## config.mk

```make
export PLATFORM = sky130hd
export DESIGN_NAME = mlft_ram
export DESIGN_NICKNAME = d
export VERILOG_FILES = /design/src/design/mlft_ram.sv
export SDC_FILE = /design/constraint.sdc
export NUM_CORES = 1
export LEC_CHECK = 0
export BUFFER_PORTS_ARGS = -buffer_cell sky130_fd_sc_hd__buf_2
export CORE_MARGIN = 2
export CORE_UTILIZATION = 53
export DETAILED_ROUTE_END_ITERATION = 16
export GPL_TIMING_DRIVEN = 0
export PLACE_DENSITY = 0.71
export SLEW_MARGIN = 10
export SYNTH_ARGS = -nofsm -noshare
export SYNTH_HDL_FRONTEND = slang
export SYNTH_SLANG_ARGS = --single-unit
export TNS_END_PERCENT = 50
```

## constraint.sdc

```tcl
create_clock -name clk -period 2.97 [get_ports clk]
set_clock_uncertainty 0.15 [all_clocks]
set_input_delay 0.594 -clock clk [delete_from_list [all_inputs] [get_ports clk]]
set_output_delay 0.594 -clock clk [all_outputs]
set_load 0.02 [all_outputs]
```

## src/design/mlft_ram.sv

```systemverilog
module mlft_ram #(
	parameter int WIDTH = 8,
	parameter int DEPTH = 64
) (
	input  logic                     clk,
	input  logic                     we,
	input  logic [$clog2(DEPTH)-1:0] addr,
	input  logic [WIDTH-1:0]         wdata,
	output logic [WIDTH-1:0]         rdata
);

	logic [WIDTH-1:0] mem_q [DEPTH];
	logic [WIDTH-1:0] rdata_q;

	always_ff @(posedge clk) begin
		if (we) begin
			mem_q[addr] <= wdata;
		end
		rdata_q <= mem_q[addr];
	end

	assign rdata = rdata_q;

endmodule

```

==> impl_metrics.py, run 1 <==
metrics = {
    "outcome": {
        "run_status": "complete, but fails checks",
        "violations": "setup timing",
    },
    "synthesis": {
        "synth_top_area_share_pct": 75.2,
        "synth_commonest_cells": "edfxtp_1 (512), nor2_1 (82), mux2i_1 (63), nand2_1 (45), mux4_2 (41)",
        "synthArstFlopShare_pct": 0,
        "synth_edf_count": 512,
        "ys_warn_count": 0,
        "synth_top_area_cell": "edfxtp_1",
        "synth_cells": 1171,
        "synth_area_sq_um": 20400,
        "ys_seq_elements": 520,
        "synth.avg_cell_area_sq_um": 17.5,
        "ys_top_cells_by_area": "edfxtp_1 (75%), mux4_2 (4.5%), mux2i_1 (3.1%)",
        "ys_types": 56,
        "synth_nets": 1187,
        "seq_area_frac_synth_pct": 76.0,
        "yosysMostFrequentCell": "edfxtp_1",
        "synth_flop_cell": "edfxtp_1",
    },
    "floorplanning": {
        "design.die.area_sq_um": 40200,
        "core-area_sq_um": 37800,
        "io_pins": 24,
        "rows": 71,
        "die_height_um": 200,
        "die_w_um": 200,
        "initial_core_util_pct": 54.0,
    },
    "timing": {
        "fin_ws_ps": -26.3,
        "rsz0062_at_grt": "true",
        "tightest_slew_ps": 1280,
        "hold_viol_final": 0,
        "period_share_pct": 101,
        "min_period_ps": 3000,
        "drv_slew": 0,
        "fmax_ghz": 0.334,
        "maxSlewHeadroom_pct": 14.6,
        "setup_viol": 16,
    },
    "clocking": {
        "cts_tree": "done",
        "cts.path.max_buffers": 3,
        "cts_sinks": 520,
        "clkLatencyLatePin_ps": 590,
        "path_clk_slew_ps": 60,
        "clk_root_buffer_cell": "clkbuf_16",
        "cts_buffers": 51,
        "htreeDepth": 2,
        "hold_buffers": 0,
    },
    "route": {
        "wl_mm": 56.8,
        "vias": 12100,
        "drt_iter0_drc": 2208,
        "wire_per_inst_um": 31.6,
        "detail-route-antenna-nets": 0,
        "drt_pass1_iterations": 6,
        "drc": 0,
        "viasPerCell": 6.70,
    },
    "worst_setup_path": {
        "critPathCaptureType": "flip-flop",
        "slowest_delay_ps": 450,
        "critPathMostFrequentCell": "buf_2",
        "required_ps": 3050,
        "cp_max_fo": 10,
        "cp-start-kind": "input pin",
        "crit_path_top_delay_cell": "nor2_4",
        "critical-path-top-delay-family": "buffers and inverters",
        "crit_type": "in -> reg",
        "arrival_ps": 3080,
        "path_cells": "buf_2 > buf_4 > buf_4 > buf_2 > buf_2 > nand3_4 > nor2_4",
        "critPathBufInv": 5,
    },
    "layout": {
        "layout-drive-gt1-share_pct": 22.0,
        "nFillCells": 2677,
        "layout.nets": 1264,
        "area_delta_synth_final_pct": 15.2,
        "antenna_cells": 0,
    },
    "power_and_ir_drop": {
        "p_switching_uw": 3420,
        "clkPwrFrac_pct": 41.3,
        "p_int_uw": 12100,
        "p_total_uw": 15600,
        "p_leak_uw": 0.00745,
        "ir_worst_vdd_mv": 0.469,
        "pwr-share-seq_pct": 52.3,
        "swShare_pct": 22.0,
        "combPwrFrac_pct": 6.3,
        "p_per_area_nw_per_um2": 660,
    },
    "grt": {
        "grt_pass1_wl_mm": 82.0,
        "grt_max_degree": 65,
        "grt_pass1_vias": 11800,
        "grt-ovfl-total": 0,
        "grt.total_usage_pct": 28.6,
        "antenna_found_initial": 1,
    },
    "flow_run": {
        "cap_violations": 0,
    },
    "place": {
        "place_ws_ps": -1730,
        "routabilityCongestion": 0.992,
        "portBuffers": 22,
        "post-dp-hpwl_mm": 35.7,
    },
    "worst_hold_path": {
        "min_path_type": "in -> reg",
    },
}
-- repair_timing --
action,4_1_cts,5_1_grt
setup endpoints to repair,519,68
resized for setup,164,20
pin swaps,1,2
buffers inserted,0,2
-- routing by layer --
layer | up-vias | routed length, um | GRT usage, %
met3 | 189 | 6960 | 6.53
met5 | - | 9 | 0
met2 | 892 | 25200 | 42.8
met1 | 6050 | 21500 | 40.0
met4 | 2 | 3200 | 14.0
li1 | 4930 | - | -
-- final cells by class --
type	count	area [sq um]	area share [%]
Buffer	80	428	1.82
Clock buffer	62	1340	5.68
Clock inverter	32	318	1.35
Inverter	3	11.3	0.0478
Multi-Input combinational cell	567	5110	21.7
Sequential cell	520	15500	65.9
Tap cell	511	639	2.71
Timing Repair Buffer	25	178	0.754
-- worst register-to-register path, cell delays in order, from the launching register on --
cell and delay [ps]:
edfxtp_1 370, mux2_1 320, mux4_2 490, o21ai_1 170, o2111ai_1 200, or4b_1 660
-- cells in the final DEF (no fill, tap or decap), types with 6 or more instances in the layout --
master | Yosys | routed
clkinv_1 | 0 | 12
mux4_2 | 41 | 41
buf_4 | 4 | 11
a221oi_1 | 21 | 21
clkbuf_2 | 0 | 10
nor2b_1 | 8 | 6
nand2_1 | 45 | 41
a21oi_1 | 28 | 25
o2bb2ai_1 | 7 | 7
o22a_1 | 11 | 11
and2_1 | 9 | 9
o22ai_1 | 22 | 22
o21ai_0 | 9 | 9
clkbuf_16 | 0 | 52
mux2i_1 | 63 | 63
nor2_1 | 82 | 18
nand3b_1 | 12 | 12
and4_1 | 6 | 6
a22oi_1 | 40 | 40
a22o_1 | 10 | 10
a211oi_1 | 6 | 6
nor2_4 | 0 | 64
clkbuf_1 | 36 | 36
dfxtp_1 | 8 | 8
and3_1 | 9 | 9
bufinv_16 | 0 | 6
clkinv_2 | 0 | 9
edfxtp_1 | 512 | 512
mux2_1 | 7 | 7
a32oi_1 | 7 | 7
a31oi_1 | 15 | 15
o221ai_1 | 9 | 9
a221o_1 | 11 | 11
buf_2 | 30 | 45
nand2b_1 | 24 | 24
-- flip-flops by register name, indices dropped and copies added, names as in the netlist --
name and count:
rdata 8, mem_q 512
-- logic make-up after synthesis --
kind of cell / share of synthesized area (%)
muxes: 8.26
DFF: 76.0
buffers and inverters: 1.98
AOI/OAI and AO/OA: 8.08
and+or+nand+nor: 5.71
-- power groups by stage --
stage                     combinational [uW]  sequential (uW)  clock, uW
after detailed placement                 891             8300          0
after floorplan                          441             8320          0
after CTS                                944             8140       6440
after global placement                   877             8300          0
after global routing                    1010             8140       6730
final                                    981             8140       6430
-- final timing paths --
kind | slack (ps) | to | from | depth (start not counted)
max | -30 | mem_q[22][4]$_DFFE_PP_ | addr[2] | 7
min | 270 | mem_q[49][5]$_DFFE_PP_ | wdata[5] | 1
max reg2reg | 450 | rdata[7]$_DFF_P_ | mem_q[6][7]$_DFFE_PP_ | 5
min reg2reg | 490 | rdata[0]$_DFF_P_ | mem_q[3][0]$_DFFE_PP_ | 3
-- metrics by stage --
stage	hold slack, ps	setup TNS (ps)	area, sq um	util [%]	cells
floorplan	413	0	20400	-	1171
global placement	466	-646640	21200	56.0	1704
detailed placement	472	-667950	21200	56.0	1704
CTS	489	-44.6	23500	62.0	1798
global route	282	-29.6	23600	62.3	1800
finish	271	-149	23600	62.3	1800
No activity file was read; power rests on OpenSTA's default activity.
==> inputs of run 2 (changes only) <==
SKIP_LAST_GASP = 1   (was unset)
==> run 2 against run 1 <==
  * Hold slack improved by 190 ps
  * Wire length rose by 0.11%
  * Register-to-register slack better by 30 ps
  * Largest power group unchanged
  * Die area stayed put
  * The run still ends with setup timing left
  * Largest cell class unchanged
  * Non-clock buffer count fell by 1
  * Combinational power barely moved
==> impl_metrics.py, run 2 (synthesis gave the netlist of run 1 again) <==
metrics = {
    "worst_hold_path": {
        "hold_depth": 1,
        "hp-start": "wdata[0]",
        "min_path_type": "in -> reg",
        "holdPathEnd": "mem_q[14][0]$_DFFE_PP_",
    },
    "power_and_ir_drop": {
        "combPwrFrac_pct": 6.3,
        "pwr-share-seq_pct": 52.3,
        "swShare_pct": 22.0,
        "p_total_uw": 15600,
        "p_per_area_nw_per_um2": 661,
        "p_int_uw": 12100,
        "p_leak_uw": 0.00744,
        "clkPwrFrac_pct": 41.4,
        "p_switching_uw": 3420,
        "ir_worst_vdd_mv": 0.469,
    },
    "worst_setup_path": {
        "worst_r2r_path_depth": 5,
        "cp_max_fo": 10,
        "ff2ff_setup_slack_ps": 480,
        "cp-start-kind": "input pin",
        "r2r_start": "mem_q[4][7]$_DFFE_PP_",
        "arrival_ps": 3070,
        "critPathCaptureType": "flip-flop",
        "crit_type": "in -> reg",
        "required_ps": 3060,
        "r2r-end": "rdata[7]$_DFF_P_",
    },
    "clocking": {
        "hold_buffers": 0,
        "htreeDepth": 2,
        "cts.path.max_buffers": 3,
        "cts_tree": "done",
        "clk_root_buffer_cell": "clkbuf_16",
        "path_clk_slew_ps": 60,
        "cts_buffers": 51,
        "cts_sinks": 520,
        "clkLatencyLatePin_ps": 590,
    },
    "floorplanning": {
        "rows": 71,
        "initial_core_util_pct": 54.0,
        "design.die.area_sq_um": 40200,
        "die_height_um": 200,
        "die_w_um": 200,
        "core-area_sq_um": 37800,
        "io_pins": 24,
    },
    "grt": {
        "grt-ovfl-total": 0,
        "grt_pass1_vias": 11800,
        "grt_max_degree": 65,
        "grt_pass1_wl_mm": 82.0,
        "antenna_found_initial": 1,
        "grt.total_usage_pct": 28.6,
    },
    "outcome": {
        "run_status": "complete, but fails checks",
        "violations": "setup timing",
    },
    "route": {
        "vias": 12100,
        "drt_iter0_drc": 2202,
        "wl_mm": 56.9,
        "wire_per_inst_um": 31.6,
        "viasPerCell": 6.71,
        "drc": 0,
        "detail-route-antenna-nets": 0,
        "drt_pass1_iterations": 6,
    },
    "layout": {
        "area_delta_synth_final_pct": 15.1,
        "layout.nets": 1263,
        "antenna_cells": 0,
        "most-common-layout-cells": "edfxtp_1 (512), nor2_4 (64), mux2i_1 (63)",
        "fin_area_sq_um": 23500,
        "final-instance-count-excl-fill": 1799,
        "top_register": "mem_q",
        "layout-drive-gt1-share_pct": 22.1,
        "layout_commonest_cell": "edfxtp_1",
        "final_core_util_pct": 62.2,
        "nFillCells": 2679,
        "largest_reg_flops": 512,
    },
    "timing": {
        "timing.hold.ws_ps": 456,
        "fin_ws_ps": -12.2,
        "hold_viol_final": 0,
        "period_share_pct": 100,
        "maxSlewHeadroom_pct": 14.4,
        "tightest_slew_ps": 1280,
        "drv_slew": 0,
        "rsz0062_at_grt": "true",
        "min_period_ps": 2980,
        "setup_viol": 6,
        "fmax_ghz": 0.335,
    },
    "place": {
        "place_area_sq_um": 21200,
        "post-dp-hpwl_mm": 35.7,
        "portBuffers": 22,
        "dp.cells": 1704,
        "routabilityCongestion": 0.992,
    },
    "flow_run": {
        "cap_violations": 0,
    },
}
run 2: timing repair:
action	in CTS	in global routing
resized for setup	159	29
pin swaps	1	2
setup buffers	0	2
setup endpoints to repair	519	69
run 2: per-stage QoR:
stage / worst slack [ps] / TNS, ps
finish: -12.2 / -53.0
global route: -9.90 / -9.90
CTS: -185 / -470
detailed placement: -1730 / -667950
global placement: -1660 / -646640
floorplan: 127 / 0
run 2: worst max-delay path: stages:
cell     delay, ps
buf_2          210
buf_4          310
buf_4          310
buf_2          370
buf_2          390
nand3_4        410
nor2_4         440
run 2: how the worst max path moves through the flow:
stage	start	to	slack [ps]	depth (start not counted)
after floorplan	addr[1]	mem_q[13][0]$_DFFE_PP_	130	7
after global placement	addr[0]	mem_q[5][0]$_DFFE_PP_	-1660	7
after detailed placement	addr[0]	mem_q[61][0]$_DFFE_PP_	-1730	7
after CTS	addr[2]	rdata[2]$_DFF_P_	-190	10
after global routing	addr[2]	rdata[1]$_DFF_P_	-10	8
final	addr[2]	mem_q[22][4]$_DFFE_PP_	-10	7
run 2: per-layer routing:
layer	vias to the layer above	share of wire [%]	wire [um]	GRT usage, %
li1	4928	-	-	-
met1	6075	38	21500	39.6
met2	880	45	25300	43.1
met3	183	12	6880	6.69
met4	0	5.5	3100	14.0
met5	-	0	0	0
run 2: power groups by stage:
stage                     Combinational (uW)  Clock, uW  Sequential (uW)
after global placement                   877          0             8300
after floorplan                          441          0             8320
final                                    979       6430             8140
after global routing                    1010       6730             8140
after detailed placement                 891          0             8300
after CTS                                941       6440             8140
run 2: layout make-up:
type | instances | area (sq um) | share of cell area, %
plain buffers | 80 | 430 | 1.83
clock buffers | 62 | 1340 | 5.69
clock inverters | 32 | 318 | 1.35
inverters | 3 | 11.3 | 0.0478
multi-input cells | 567 | 5110 | 21.7
flip-flops and latches | 520 | 15500 | 66.0
well taps | 511 | 639 | 2.72
repair buffers | 24 | 158 | 0.670
