`config.mk`:
```
export PLATFORM = sky130hd
export DESIGN_NAME = mlft_cfg
export DESIGN_NICKNAME = d
export VERILOG_FILES = /design/src/design/mlft_pkg.sv /design/src/design/mlft_cfg.sv
export SDC_FILE = /design/constraint.sdc
export NUM_CORES = 1
export LEC_CHECK = 0
export BUFFER_PORTS_ARGS = -buffer_cell sky130_fd_sc_hd__buf_2
export CAP_MARGIN = 10
export CORE_MARGIN = 2
export CORE_UTILIZATION = 39
export DETAILED_ROUTE_END_ITERATION = 10
export PLACE_DENSITY = 0.76
export SLEW_MARGIN = 25
export SYNTH_ARGS = -nofsm -noshare
export SYNTH_HDL_FRONTEND = slang
export SYNTH_SLANG_ARGS = --single-unit
```
`constraint.sdc`:
```
create_clock -name clk -period 0.8 [get_ports clk]
set_input_delay 0.12 -clock clk [delete_from_list [all_inputs] [get_ports clk]]
set_output_delay 0.12 -clock clk [all_outputs]
set_load 0.05 [all_outputs]
```
`src/design/mlft_pkg.sv`:
```
package mlft_pkg;

	localparam int DEF_TABLE_ENTRIES = 64;
	localparam int DEF_NUM_PORTS     = 8;

	localparam int MAC_W      = 48;
	localparam int PORT_W     = 3;
	localparam int TICK_W     = 32;
	localparam int AGING_W    = 31;
	localparam int MASK_W     = 8;
	localparam int GROUP_BIT  = 40;
	localparam int PADDR_W    = 3;
	localparam int PDATA_W    = 32;

	localparam logic [AGING_W-1:0] AGING_RESET = AGING_W'(300);
	localparam logic [MASK_W-1:0]  PORTS_RESET = 8'hFF;

	// Register index as decoded from paddr[2].
	localparam logic REG_AGING = 1'b0;
	localparam logic REG_PORTS = 1'b1;

	typedef enum logic [1:0] {
		DEC_FORWARD = 2'd0,
		DEC_FLOOD   = 2'd1,
		DEC_FILTER  = 2'd2
	} decision_t;

	typedef struct packed {
		logic [MAC_W-1:0]  src_mac;
		logic [MAC_W-1:0]  dst_mac;
		logic [PORT_W-1:0] ingress_port;
		logic [TICK_W-1:0] now_ticks;
	} frame_t;

	typedef struct packed {
		decision_t         decision;
		logic [MASK_W-1:0] egress_mask;
		logic              learn_skipped;
	} result_t;

	typedef struct packed {
		logic [AGING_W-1:0] aging_ticks;
		logic [MASK_W-1:0]  ports_present_mask;
	} cfg_t;

	typedef struct packed {
		logic              valid;
		logic [MAC_W-1:0]  mac;
		logic [PORT_W-1:0] port;
		logic [TICK_W-1:0] expiry;
	} entry_t;

	localparam int ENTRY_W = $bits(entry_t);

endpackage

```
`src/design/mlft_cfg.sv`:
```
module mlft_cfg import mlft_pkg::*; (
	input  logic               clk,
	input  logic               arst_n,
	input  logic               psel,
	input  logic               penable,
	input  logic               pwrite,
	input  logic [PADDR_W-1:0] paddr,
	input  logic [PDATA_W-1:0] pwdata,
	output logic [PDATA_W-1:0] prdata,
	output logic               pready,
	output cfg_t               cfg
);

	cfg_t cfg_q;
	logic wr_en;

	assign pready = 1'b1;
	assign wr_en  = psel && penable && pwrite && pready;

	always_ff @(posedge clk or negedge arst_n) begin
		if (!arst_n) begin
			cfg_q.aging_ticks        <= AGING_RESET;
			cfg_q.ports_present_mask <= PORTS_RESET;
		end else if (wr_en) begin
			unique case (paddr[2])
				REG_AGING: cfg_q.aging_ticks        <= pwdata[AGING_W-1:0];
				REG_PORTS: cfg_q.ports_present_mask <= pwdata[MASK_W-1:0];
				default:   ;
			endcase
		end
	end

	always_comb begin
		unique case (paddr[2])
			REG_AGING: prdata = PDATA_W'(cfg_q.aging_ticks);
			REG_PORTS: prdata = PDATA_W'(cfg_q.ports_present_mask);
			default:   prdata = '0;
		endcase
	end

	assign cfg = cfg_q;

endmodule

```
==> metrics.cfg, run 1 <==
[layout]
n_antenna_cell=0
fillers=250
nNetsFinal=306
largest_reg_flops=39
stdcell_area_um2=3820
drive_above_1_share_pct=98.9
final_cells=321
syn2layout_area_growth_pct=103
final_util_pct=81.4

[status]
violations=negative setup slack
status=finished, violations left

[detailed_routing]
drt-initial-drc-count=61
avgRoutedWirePerCell_um=18.0
wl_mm=5.77
first_pass_iters=4
vias=1542
drc=0
viasPerCell=4.80
antenna_left=0

[synth]
muxShareOfSynthArea_pct=34.1
synth-compound-area-share_pct=0
synthCells=121
synth_top_family_by_area=multiplexers
synth_top_area_cell=dfrtp_1
synth_fa_ha_area_share_pct=0
synth_xor_area_share_pct=0
syn_area_um2=1880
synth-seq-area-share_pct=52.7
ys_top_cells_by_area=dfrtp_1 (36%), mux2_4 (24%), dfstp_2 (17%)
avgSynthCellArea_um2=15.6
yosysWarningCount=0
syn_nets=161
yosys.area_share.simple_pct=9.57
synth_seq_cells=39
ys_types=12
synth_top_area_share_pct=35.9

[die]
core.rowCount=25
io_pins=112
start_util_pct=40.1
fp.dieW_um=73.5
core_um2=4690
dieArea_um2=5400
die_y_um=73.5

[setup_path]
crit_path_max_fanout=3
required_ns=0.68
worstSetupEndpointType=primary output
crit_type=reg -> out
crit_path_start_kind=flop
crit_chain=mux2_4 > buf_8
slowest_delay_ns=0.59
critPathArrivalTime_ns=1.17
critPathSlowestCell=dfstp_2

[sta]
max_freq_mhz=773
finalSetupViolations=89
setup_slack_ns=-0.493
whs_ns=0.0589
final_hold_viol_count=0
min_period_ns=1.29
rsz0062_at_grt=yes
min_period_over_period_pct=162
drv_slew=0
worst_clock_skew_ns=0

[placed_design]
placedCellCount=288
placed_cell_area_um2=2860
place_congestion=0.704
dp_hpwl_mm=3.20
port_buffers=106

[clock_network]
htreeDepth=2
cts_root_buf=clkbuf_8
clk_pin_slew_worst_paths_ns=0.08
clk_latency_ns=0.28
clock_path_buffers=2
clock_sinks=39
cts_tree=done
cts_inserted_buffers=5

[pwr]
p_leak_nw=1.95
ir_worst_vdd_mv=1.57
power_density_nw_per_um2=3000
power_mw=11.4

[global_routing]
antenna_found_initial=0
overflow=0
grt_pass1_vias=1608
grt_max_degree=40
grt_use_total_pct=20.0
grt_pass1_wl_mm=8.12

[worst_hold_path]
hold_path.class=in -> reg

[run]
cap_viol_max_count=0

==> synth_stat cells (all sizes together) <==
cell type,n
conb,2
nor2b,23
dfstp,12
clkbuf,2
nand4b,1
mux2,47
buf,6
dfrtp,27
nand4,1
==> worst paths after layout <==
check,startpoint,to,slack (ns),cells after the start
setup / recovery,cfg[0]$_DFFE_PN1P_,prdata[0],-0.49,2
hold / removal,pwdata[20],cfg[28]$_DFFE_PN0P_,0.06,2
setup reg to reg,cfg[12]$_DFFE_PN0P_,cfg[12]$_DFFE_PN0P_,-0.23,3
hold reg to reg,cfg[30]$_DFFE_PN0P_,cfg[30]$_DFFE_PN0P_,0.55,1
max in group asynchronous,arst_n,cfg[0]$_DFFE_PN1P_,0.17,3
min in group asynchronous,arst_n,cfg[17]$_DFFE_PN0P_,0.37,3
==> report_power, final <==
| part | internal (mW) | switching [mW] |
|---|---|---|
| Sequential | 2.57 | 0.488 |
| Combinational | 3.29 | 3.53 |
| Clock | 0.884 | 0.683 |
==> per-stage QoR <==
stage	setup TNS, ns	worst slack (ns)
global placement	-17.90	-0.272
global route	-26.80	-0.517
CTS	-23.05	-0.464
detailed placement	-19.01	-0.294
finish	-24.23	-0.493
floorplan	-11.75	-0.380
==> metal layers <==
metal / wire length, um / vias up / GRT usage, %
li1: - / 694 / -
met1: 2220 / 750 / 23.3
met2: 3020 / 86 / 35.2
met3: 414 / 12 / 6.31
met4: 112 / 0 / 5.66
met5: 0 / - / 0
==> final cells by class <==
cell class              count  area, um2  area share, %
multi-input cells          74       1070           27.9
repair buffers            146       1550           40.5
clock buffers               7        108           2.82
clock inverters             1       5.00          0.131
flip-flops and latches     39       1020           26.8
well taps                  54       67.6           1.77
==> logic make-up after synthesis <==
group                  after synthesis
multiplexers                        47
flip-flops                          39
buffers and inverters                8
AND/OR/NAND/NOR                     25
other                                2
==> cells in the final DEF (no fill, tap or decap) <==
| cell | n |
|---|---|
| buf_6 | 69 |
| mux2_4 | 47 |
| buf_2 | 36 |
| buf_8 | 29 |
| dfrtp_2 | 27 |
| nor2b_4 | 23 |
| dfstp_2 | 12 |
| clkbuf_8 | 6 |
| buf_4 | 6 |
| buf_12 | 5 |
| conb_1 | 2 |
| nand4b_4 | 1 |
| nand4_2 | 1 |
| clkinv_2 | 1 |
| clkbuf_16 | 1 |
| dlygate4sd3_1 | 1 |
==> critical path, delay by kind of cell, from the launching register on <==
family | cells | cell delay [ns]
flip-flops | 1 | 0.59
multiplexers | 1 | 0.17
buffers and inverters | 1 | 0.14
==> timing repair <==
item | 4_1_cts | 5_1_grt
pin swaps | 0 | 0
setup endpoints to repair | 77 | 99
resized for setup | 161 | 41
hold buffers | 1 | 0
buffers inserted | 11 | 19
gates cloned | 0 | 0
hold endpoints to repair | 27 | 0
(Power assumes the default switching activity.)
==> inputs of run 2 (changes only) <==
--- a/config.mk
+++ b/config.mk
@@ -11,6 +11,7 @@
 export CORE_UTILIZATION = 39
 export DETAILED_ROUTE_END_ITERATION = 10
 export PLACE_DENSITY = 0.76
+export SKIP_LAST_GASP = 1
 export SLEW_MARGIN = 25
 export SYNTH_ARGS = -nofsm -noshare
 export SYNTH_HDL_FRONTEND = slang
==> run 2 against run 1 <==
The flow still finishes with violations (negative setup slack); total power is 0.45% lower; clock skew stayed put; sequential share of layout area hardly changed; clock-buffer cell count stayed put; via count is 0.84% lower; cell area hardly changed; non-clock buffer count stayed put; register-to-register slack better by 0.02 ns; clock power hardly changed; first-iteration DRC count is 33% lower; final cell count stayed put.
==> metrics.cfg, run 2 (same netlist as run 1, synthesis figures left out) <==
[status]
status=finished, violations left  ; unchanged
violations=negative setup slack  ; unchanged

[layout]
syn2layout_area_growth_pct=103  ; about the same
n_antenna_cell=0  ; unchanged
drive_above_1_share_pct=98.9  ; unchanged
largest_reg_flops=39  ; unchanged
final_cells=321  ; unchanged
final_common_cell=buf_6  ; unchanged
nNetsFinal=306  ; unchanged
fillers=247  ; was 250
layout_common_cells=buf_6 (68), mux2_4 (47), buf_2 (36)  ; was buf_6 (69), mux2_4 (47), buf_2 (36)

[detailed_routing]
drt-initial-drc-count=41  ; was 61
wl_mm=5.57  ; was 5.77 mm
drc=0  ; unchanged
antenna_left=0  ; unchanged
viasPerCell=4.76  ; was 4.80
vias=1529  ; was 1,542
first_pass_iters=4  ; unchanged
avgRoutedWirePerCell_um=17.4  ; was 18.0 um

[sta]
min_period_over_period_pct=161  ; was 162%
min_period_ns=1.29  ; about the same
rsz0062_at_grt=yes  ; unchanged
worst_clock_skew_ns=0  ; unchanged
max_freq_mhz=777  ; was 773 MHz
fin_setup_tns_ns=-23.99  ; was -24.23 ns
final_hold_viol_count=0  ; unchanged
finalSetupViolations=89  ; unchanged
setup_slack_ns=-0.486  ; was -0.493 ns
drv_slew=0  ; unchanged
whs_ns=0.0586  ; was 0.0589 ns

[clock_network]
clk_pin_slew_worst_paths_ns=0.08  ; about the same
cts_root_buf=clkbuf_8  ; unchanged
cts_tree=done  ; unchanged
htreeDepth=2  ; unchanged
clock_path_buffers=2  ; unchanged
cts_inserted_buffers=5  ; unchanged
clk_latency_ns=0.28  ; about the same
clock_sinks=39  ; unchanged

[setup_path]
reg2reg_from=cfg[8]$_DFFE_PN0P_  ; was cfg[12]$_DFFE_PN0P_
crit_type=reg -> out  ; unchanged
cp-startpoint=cfg[0]$_DFFE_PN1P_  ; unchanged
required_ns=0.68  ; about the same
crit_path_start_kind=flop  ; unchanged
critPathArrivalTime_ns=1.17  ; about the same
worstSetupEndpointType=primary output  ; unchanged
ff2ff_path_depth=3  ; unchanged
crit_path_max_fanout=3  ; unchanged

[worst_hold_path]
hold_start=pwdata[20]  ; unchanged
worstHoldPathCells=2  ; unchanged
hold_path.class=in -> reg  ; unchanged

[global_routing]
antenna_found_initial=0  ; unchanged
overflow=0  ; unchanged
grt_use_total_pct=20.0  ; unchanged
grt_max_degree=40  ; unchanged
grt_pass1_vias=1608  ; unchanged
grt_pass1_wl_mm=8.12  ; unchanged

[pwr]
p_leak_nw=1.95  ; about the same
power_density_nw_per_um2=2990  ; was 3000 nW/um2
ir_worst_vdd_mv=1.54  ; was 1.57 mV

[placed_design]
dp_hpwl_mm=3.20  ; unchanged
place_congestion=0.704  ; unchanged
port_buffers=106  ; unchanged
placedCellCount=288  ; unchanged
pre_cts_ws_ns=-0.294  ; unchanged

[die]
core_um2=4690  ; unchanged
fp.dieW_um=73.5  ; unchanged
start_util_pct=40.1  ; unchanged
dieArea_um2=5400  ; unchanged
io_pins=112  ; unchanged
core.rowCount=25  ; unchanged
die_y_um=73.5  ; unchanged

[run]
cap_viol_max_count=0  ; unchanged

## run 2: cell counts in the layout (fill, tap and decap cells not counted)
No cell type changed its count.
## run 2: worst paths after layout
| check | endpoint | slack [ns] |
|---|---|---|
| max | prdata[0] | -0.49 |
| min | cfg[28]$_DFFE_PN0P_ | 0.06 |
| max reg2reg | cfg[8]$_DFFE_PN0P_ | -0.21 |
| min reg2reg | cfg[19]$_DFFE_PN0P_ | 0.55 |
| max in group asynchronous | cfg[10]$_DFFE_PN1P_ | 0.16 |
| min in group asynchronous | cfg[17]$_DFFE_PN0P_ | 0.39 |
## run 2: repair_timing
| action | in CTS | in global routing |
|---|---|---|
| setup endpoints to repair | 77 | 99 |
| resized for setup | 161 | 40 |
| buffers inserted | 11 | 19 |
| hold endpoints to repair | 27 | 0 |
| hold buffers | 1 | 0 |
## run 2: report_power, final
part | switching [mW] | leakage, nW | total (mW) | internal [mW]
clock network | 0.673 | 0.0594 | 1.56 | 0.883
registers | 0.477 | 0.421 | 3.05 | 2.57
logic | 3.50 | 1.47 | 6.78 | 3.28
total | 4.65 | 1.95 | 11.4 | 6.73
## run 2: final cells by class
type	instances	area (um2)	share of cell area, %
Clock buffer	7	108	2.82
Clock inverter	1	5.00	0.131
Sequential cell	39	1020	26.9
Tap cell	54	67.6	1.77
Timing Repair Buffer	146	1540	40.5
Multi-Input combinational cell	74	1070	27.9
## run 2: critical path, cell delays in order, from the launching register on
cell and delay, ns:
dfstp_2 0.58, mux2_4 0.17, buf_8 0.14
## run 2: through the flow
| stage | util [%] | area, um2 | power, mW |
|---|---|---|---|
| after floorplan | - | 2150 | 6.69 |
| after global placement | 61.0 | 2860 | 7.71 |
| after detailed placement | 61.0 | 2860 | 7.78 |
| after CTS | 76.4 | 3590 | 10.8 |
| after global routing | 81.3 | 3810 | 11.8 |
| final | 81.3 | 3810 | 11.4 |
## run 2: routing by layer
layer | track usage, % | routed length [um] | up-vias
met5 | 0 | 0 | -
met4 | 5.66 | 72 | 0
met3 | 6.31 | 413 | 8
met2 | 35.2 | 2920 | 83
met1 | 23.3 | 2170 | 744
li1 | - | - | 694
==> inputs of run 3 (changes only) <==
--- a/config.mk
+++ b/config.mk
@@ -10,7 +10,7 @@
 export CORE_MARGIN = 2
 export CORE_UTILIZATION = 39
 export DETAILED_ROUTE_END_ITERATION = 10
-export PLACE_DENSITY = 0.76
+export PLACE_DENSITY = 0.78
 export SKIP_LAST_GASP = 1
 export SLEW_MARGIN = 25
 export SYNTH_ARGS = -nofsm -noshare
==> run 3 against run 2 <==
The flow still finishes with violations (negative setup slack); critical path depth is the same; worst hold slack lost 0.0048 ns; final cell count fell by 1.9%; cell area shrank 2.7%; routed wire length rose by 3.6%; total power is 1.2% lower; die area is the same; first-iteration DRC count rose by 2.4%; fmax shrank 0.13%; clock-buffer cell count fell by 1; global-route usage grew 0.35 points; sequential power is essentially flat; critical path type unchanged; critical endpoint is now prdata[3]; largest power group unchanged.
==> metrics.cfg, run 3 (same netlist as run 1, synthesis figures left out) <==
[setup_path]
reg2reg_to=cfg[12]$_DFFE_PN0P_  ; was cfg[8]$_DFFE_PN0P_
rrSetupSlack_ns=-0.21  ; about the same
slowest_delay_ns=0.58  ; about the same
critPathSlowestCell=dfstp_2  ; unchanged
worstSetupEndpointType=primary output  ; unchanged
critPathArrivalTime_ns=1.17  ; about the same
crit_path_max_fanout=3  ; unchanged
reg2reg_from=cfg[12]$_DFFE_PN0P_  ; was cfg[8]$_DFFE_PN0P_
required_ns=0.68  ; about the same
crit_path_start_kind=flop  ; unchanged
ff2ff_path_depth=3  ; unchanged
crit_type=reg -> out  ; unchanged
crit_chain=mux2_4 > buf_8  ; unchanged

[detailed_routing]
viasPerCell=4.83  ; was 4.76
avgRoutedWirePerCell_um=18.3  ; was 17.4 um
drc=0  ; unchanged
drt-initial-drc-count=42  ; was 41
first_pass_iters=4  ; unchanged
antenna_left=0  ; unchanged
vias=1523  ; was 1,529
wl_mm=5.77  ; was 5.57 mm

[sta]
whs_ns=0.0538  ; was 0.0586 ns
final_hold_viol_count=0  ; unchanged
max_freq_mhz=776  ; was 777 MHz
min_period_over_period_pct=161  ; about the same
min_period_ns=1.29  ; about the same
rsz0062_at_grt=yes  ; unchanged
setup_slack_ns=-0.488  ; was -0.486 ns
drv_slew=0  ; unchanged
finalSetupViolations=95  ; was 89
fin_setup_tns_ns=-23.57  ; was -23.99 ns
worst_clock_skew_ns=0  ; unchanged

[die]
core.rowCount=25  ; unchanged
dieArea_um2=5400  ; unchanged
fp.dieW_um=73.5  ; unchanged
start_util_pct=40.1  ; unchanged
core_um2=4690  ; unchanged
die_y_um=73.5  ; unchanged
io_pins=112  ; unchanged

[placed_design]
dp_hpwl_mm=3.24  ; was 3.20 mm
port_buffers=106  ; unchanged
place_congestion=0.717  ; was 0.704
placed_cell_area_um2=2900  ; was 2860 um2
placedCellCount=289  ; was 288
pre_cts_ws_ns=-0.294  ; about the same

[status]
status=finished, violations left  ; unchanged
violations=negative setup slack  ; unchanged

[layout]
final_common_cell=buf_6  ; unchanged
stdcell_area_um2=3710  ; was 3810 um2
syn2layout_area_growth_pct=97.3  ; was 103%
final_cells=315  ; was 321
drive_above_1_share_pct=98.9  ; about the same
nNetsFinal=300  ; was 306
layout_common_cells=buf_6 (65), mux2_4 (47), buf_2 (36)  ; was buf_6 (68), mux2_4 (47), buf_2 (36)
final_util_pct=79.1  ; was 81.3%
n_antenna_cell=0  ; unchanged
largest_reg_flops=39  ; unchanged

[pwr]
switchingPower_mw=4.64  ; was 4.65 mW
power_mw=11.3  ; was 11.4 mW
p_clk_share_pct=15.1  ; was 13.7%
p_leak_nw=1.91  ; was 1.95 nW
swShare_pct=41.2  ; was 40.9%
p_int_mw=6.62  ; was 6.73 mW
power_density_nw_per_um2=3030  ; was 2990 nW/um2
power_frac_seq_pct=27.2  ; was 26.8%
ir_worst_vdd_mv=1.57  ; was 1.54 mV
p_comb_share_pct=57.7  ; was 59.6%

[clock_network]
cts_inserted_buffers=5  ; unchanged
clock_path_buffers=2  ; unchanged
clock_sinks=39  ; unchanged
htreeDepth=2  ; unchanged
cts_tree=done  ; unchanged
cts_root_buf=clkbuf_8  ; unchanged
clk_latency_ns=0.29  ; was 0.28 ns
clk_pin_slew_worst_paths_ns=0.08  ; about the same

[run]
cap_viol_max_count=0  ; unchanged

[worst_hold_path]
hold_path.class=in -> reg  ; unchanged
worstHoldPathCells=2  ; unchanged
hold_path_end=cfg[25]$_DFFE_PN0P_  ; was cfg[28]$_DFFE_PN0P_
hold_start=pwdata[17]  ; was pwdata[20]

[global_routing]
grt_pass1_wl_mm=8.27  ; was 8.12 mm
grt_pass1_vias=1689  ; was 1,608
grt_use_total_pct=20.4  ; was 20.0%
overflow=0  ; unchanged
grt_max_degree=40  ; unchanged
antenna_found_initial=0  ; unchanged

run 3: cell count changes in the layout (fill, tap and decap cells not counted):
cell and delta:
clkbuf_16 -1, buf_4 +5, buf_6 -3, buf_8 -10, buf_12 +2, bufinv_16 +1
run 3: routing by layer:
layer	share of wire, %	vias up	GRT usage, %	wire [um]
met5	0	-	0	0
li1	-	680	-	-
met1	37	752	23.7	2120
met4	1.4	0	5.45	82
met3	7.5	8	6.72	432
met2	54	83	35.8	3140
run 3: worst max-delay path, delay by kind of cell, from the launching register on:
family                 cells  cell delay [ns]
flip-flops                 1             0.58
multiplexers               1             0.17
buffers and inverters      1             0.14
run 3: worst max path at each step:
stage | cells after the start | end | slack, ns | start
finish | 2 | prdata[3] | -0.49 | cfg[3]$_DFFE_PN1P_
global route | 2 | prdata[3] | -0.52 | cfg[3]$_DFFE_PN1P_
CTS | 2 | prdata[8] | -0.46 | cfg[16]$_DFFE_PN1P_
detailed placement | 5 | prdata[14] | -0.29 | paddr[2]
global placement | 5 | prdata[12] | -0.28 | paddr[2]
floorplan | 1 | prdata[8] | -0.38 | cfg[16]$_DFFE_PN1P_
run 3: repair_timing:
action,in CTS,in global routing
endpoints found under the hold margin,27,0
hold buffers,1,0
gates resized for setup,154,22
pin swaps,0,0
endpoints found under the setup margin,77,103
buffers inserted,12,11
run 3: layout make-up:
class                      instances  area (um2)
clock inverter                     2        35.0
tap                               54        67.6
multi-input combinational         74        1070
sequential                        39        1020
fill                             256         978
timing repair buffer             140        1440
clock buffer                       6        82.6
run 3: power by group through the flow:
| stage | Clock, mW | Sequential, mW | Combinational (mW) |
|---|---|---|---|
| after global routing | 1.82 | 3.12 | 6.71 |
| after CTS | 1.75 | 2.99 | 6.20 |
| after floorplan | 0 | 4.49 | 2.20 |
| after global placement | 0 | 2.93 | 4.81 |
| after detailed placement | 0 | 2.94 | 4.88 |
| final | 1.70 | 3.06 | 6.50 |
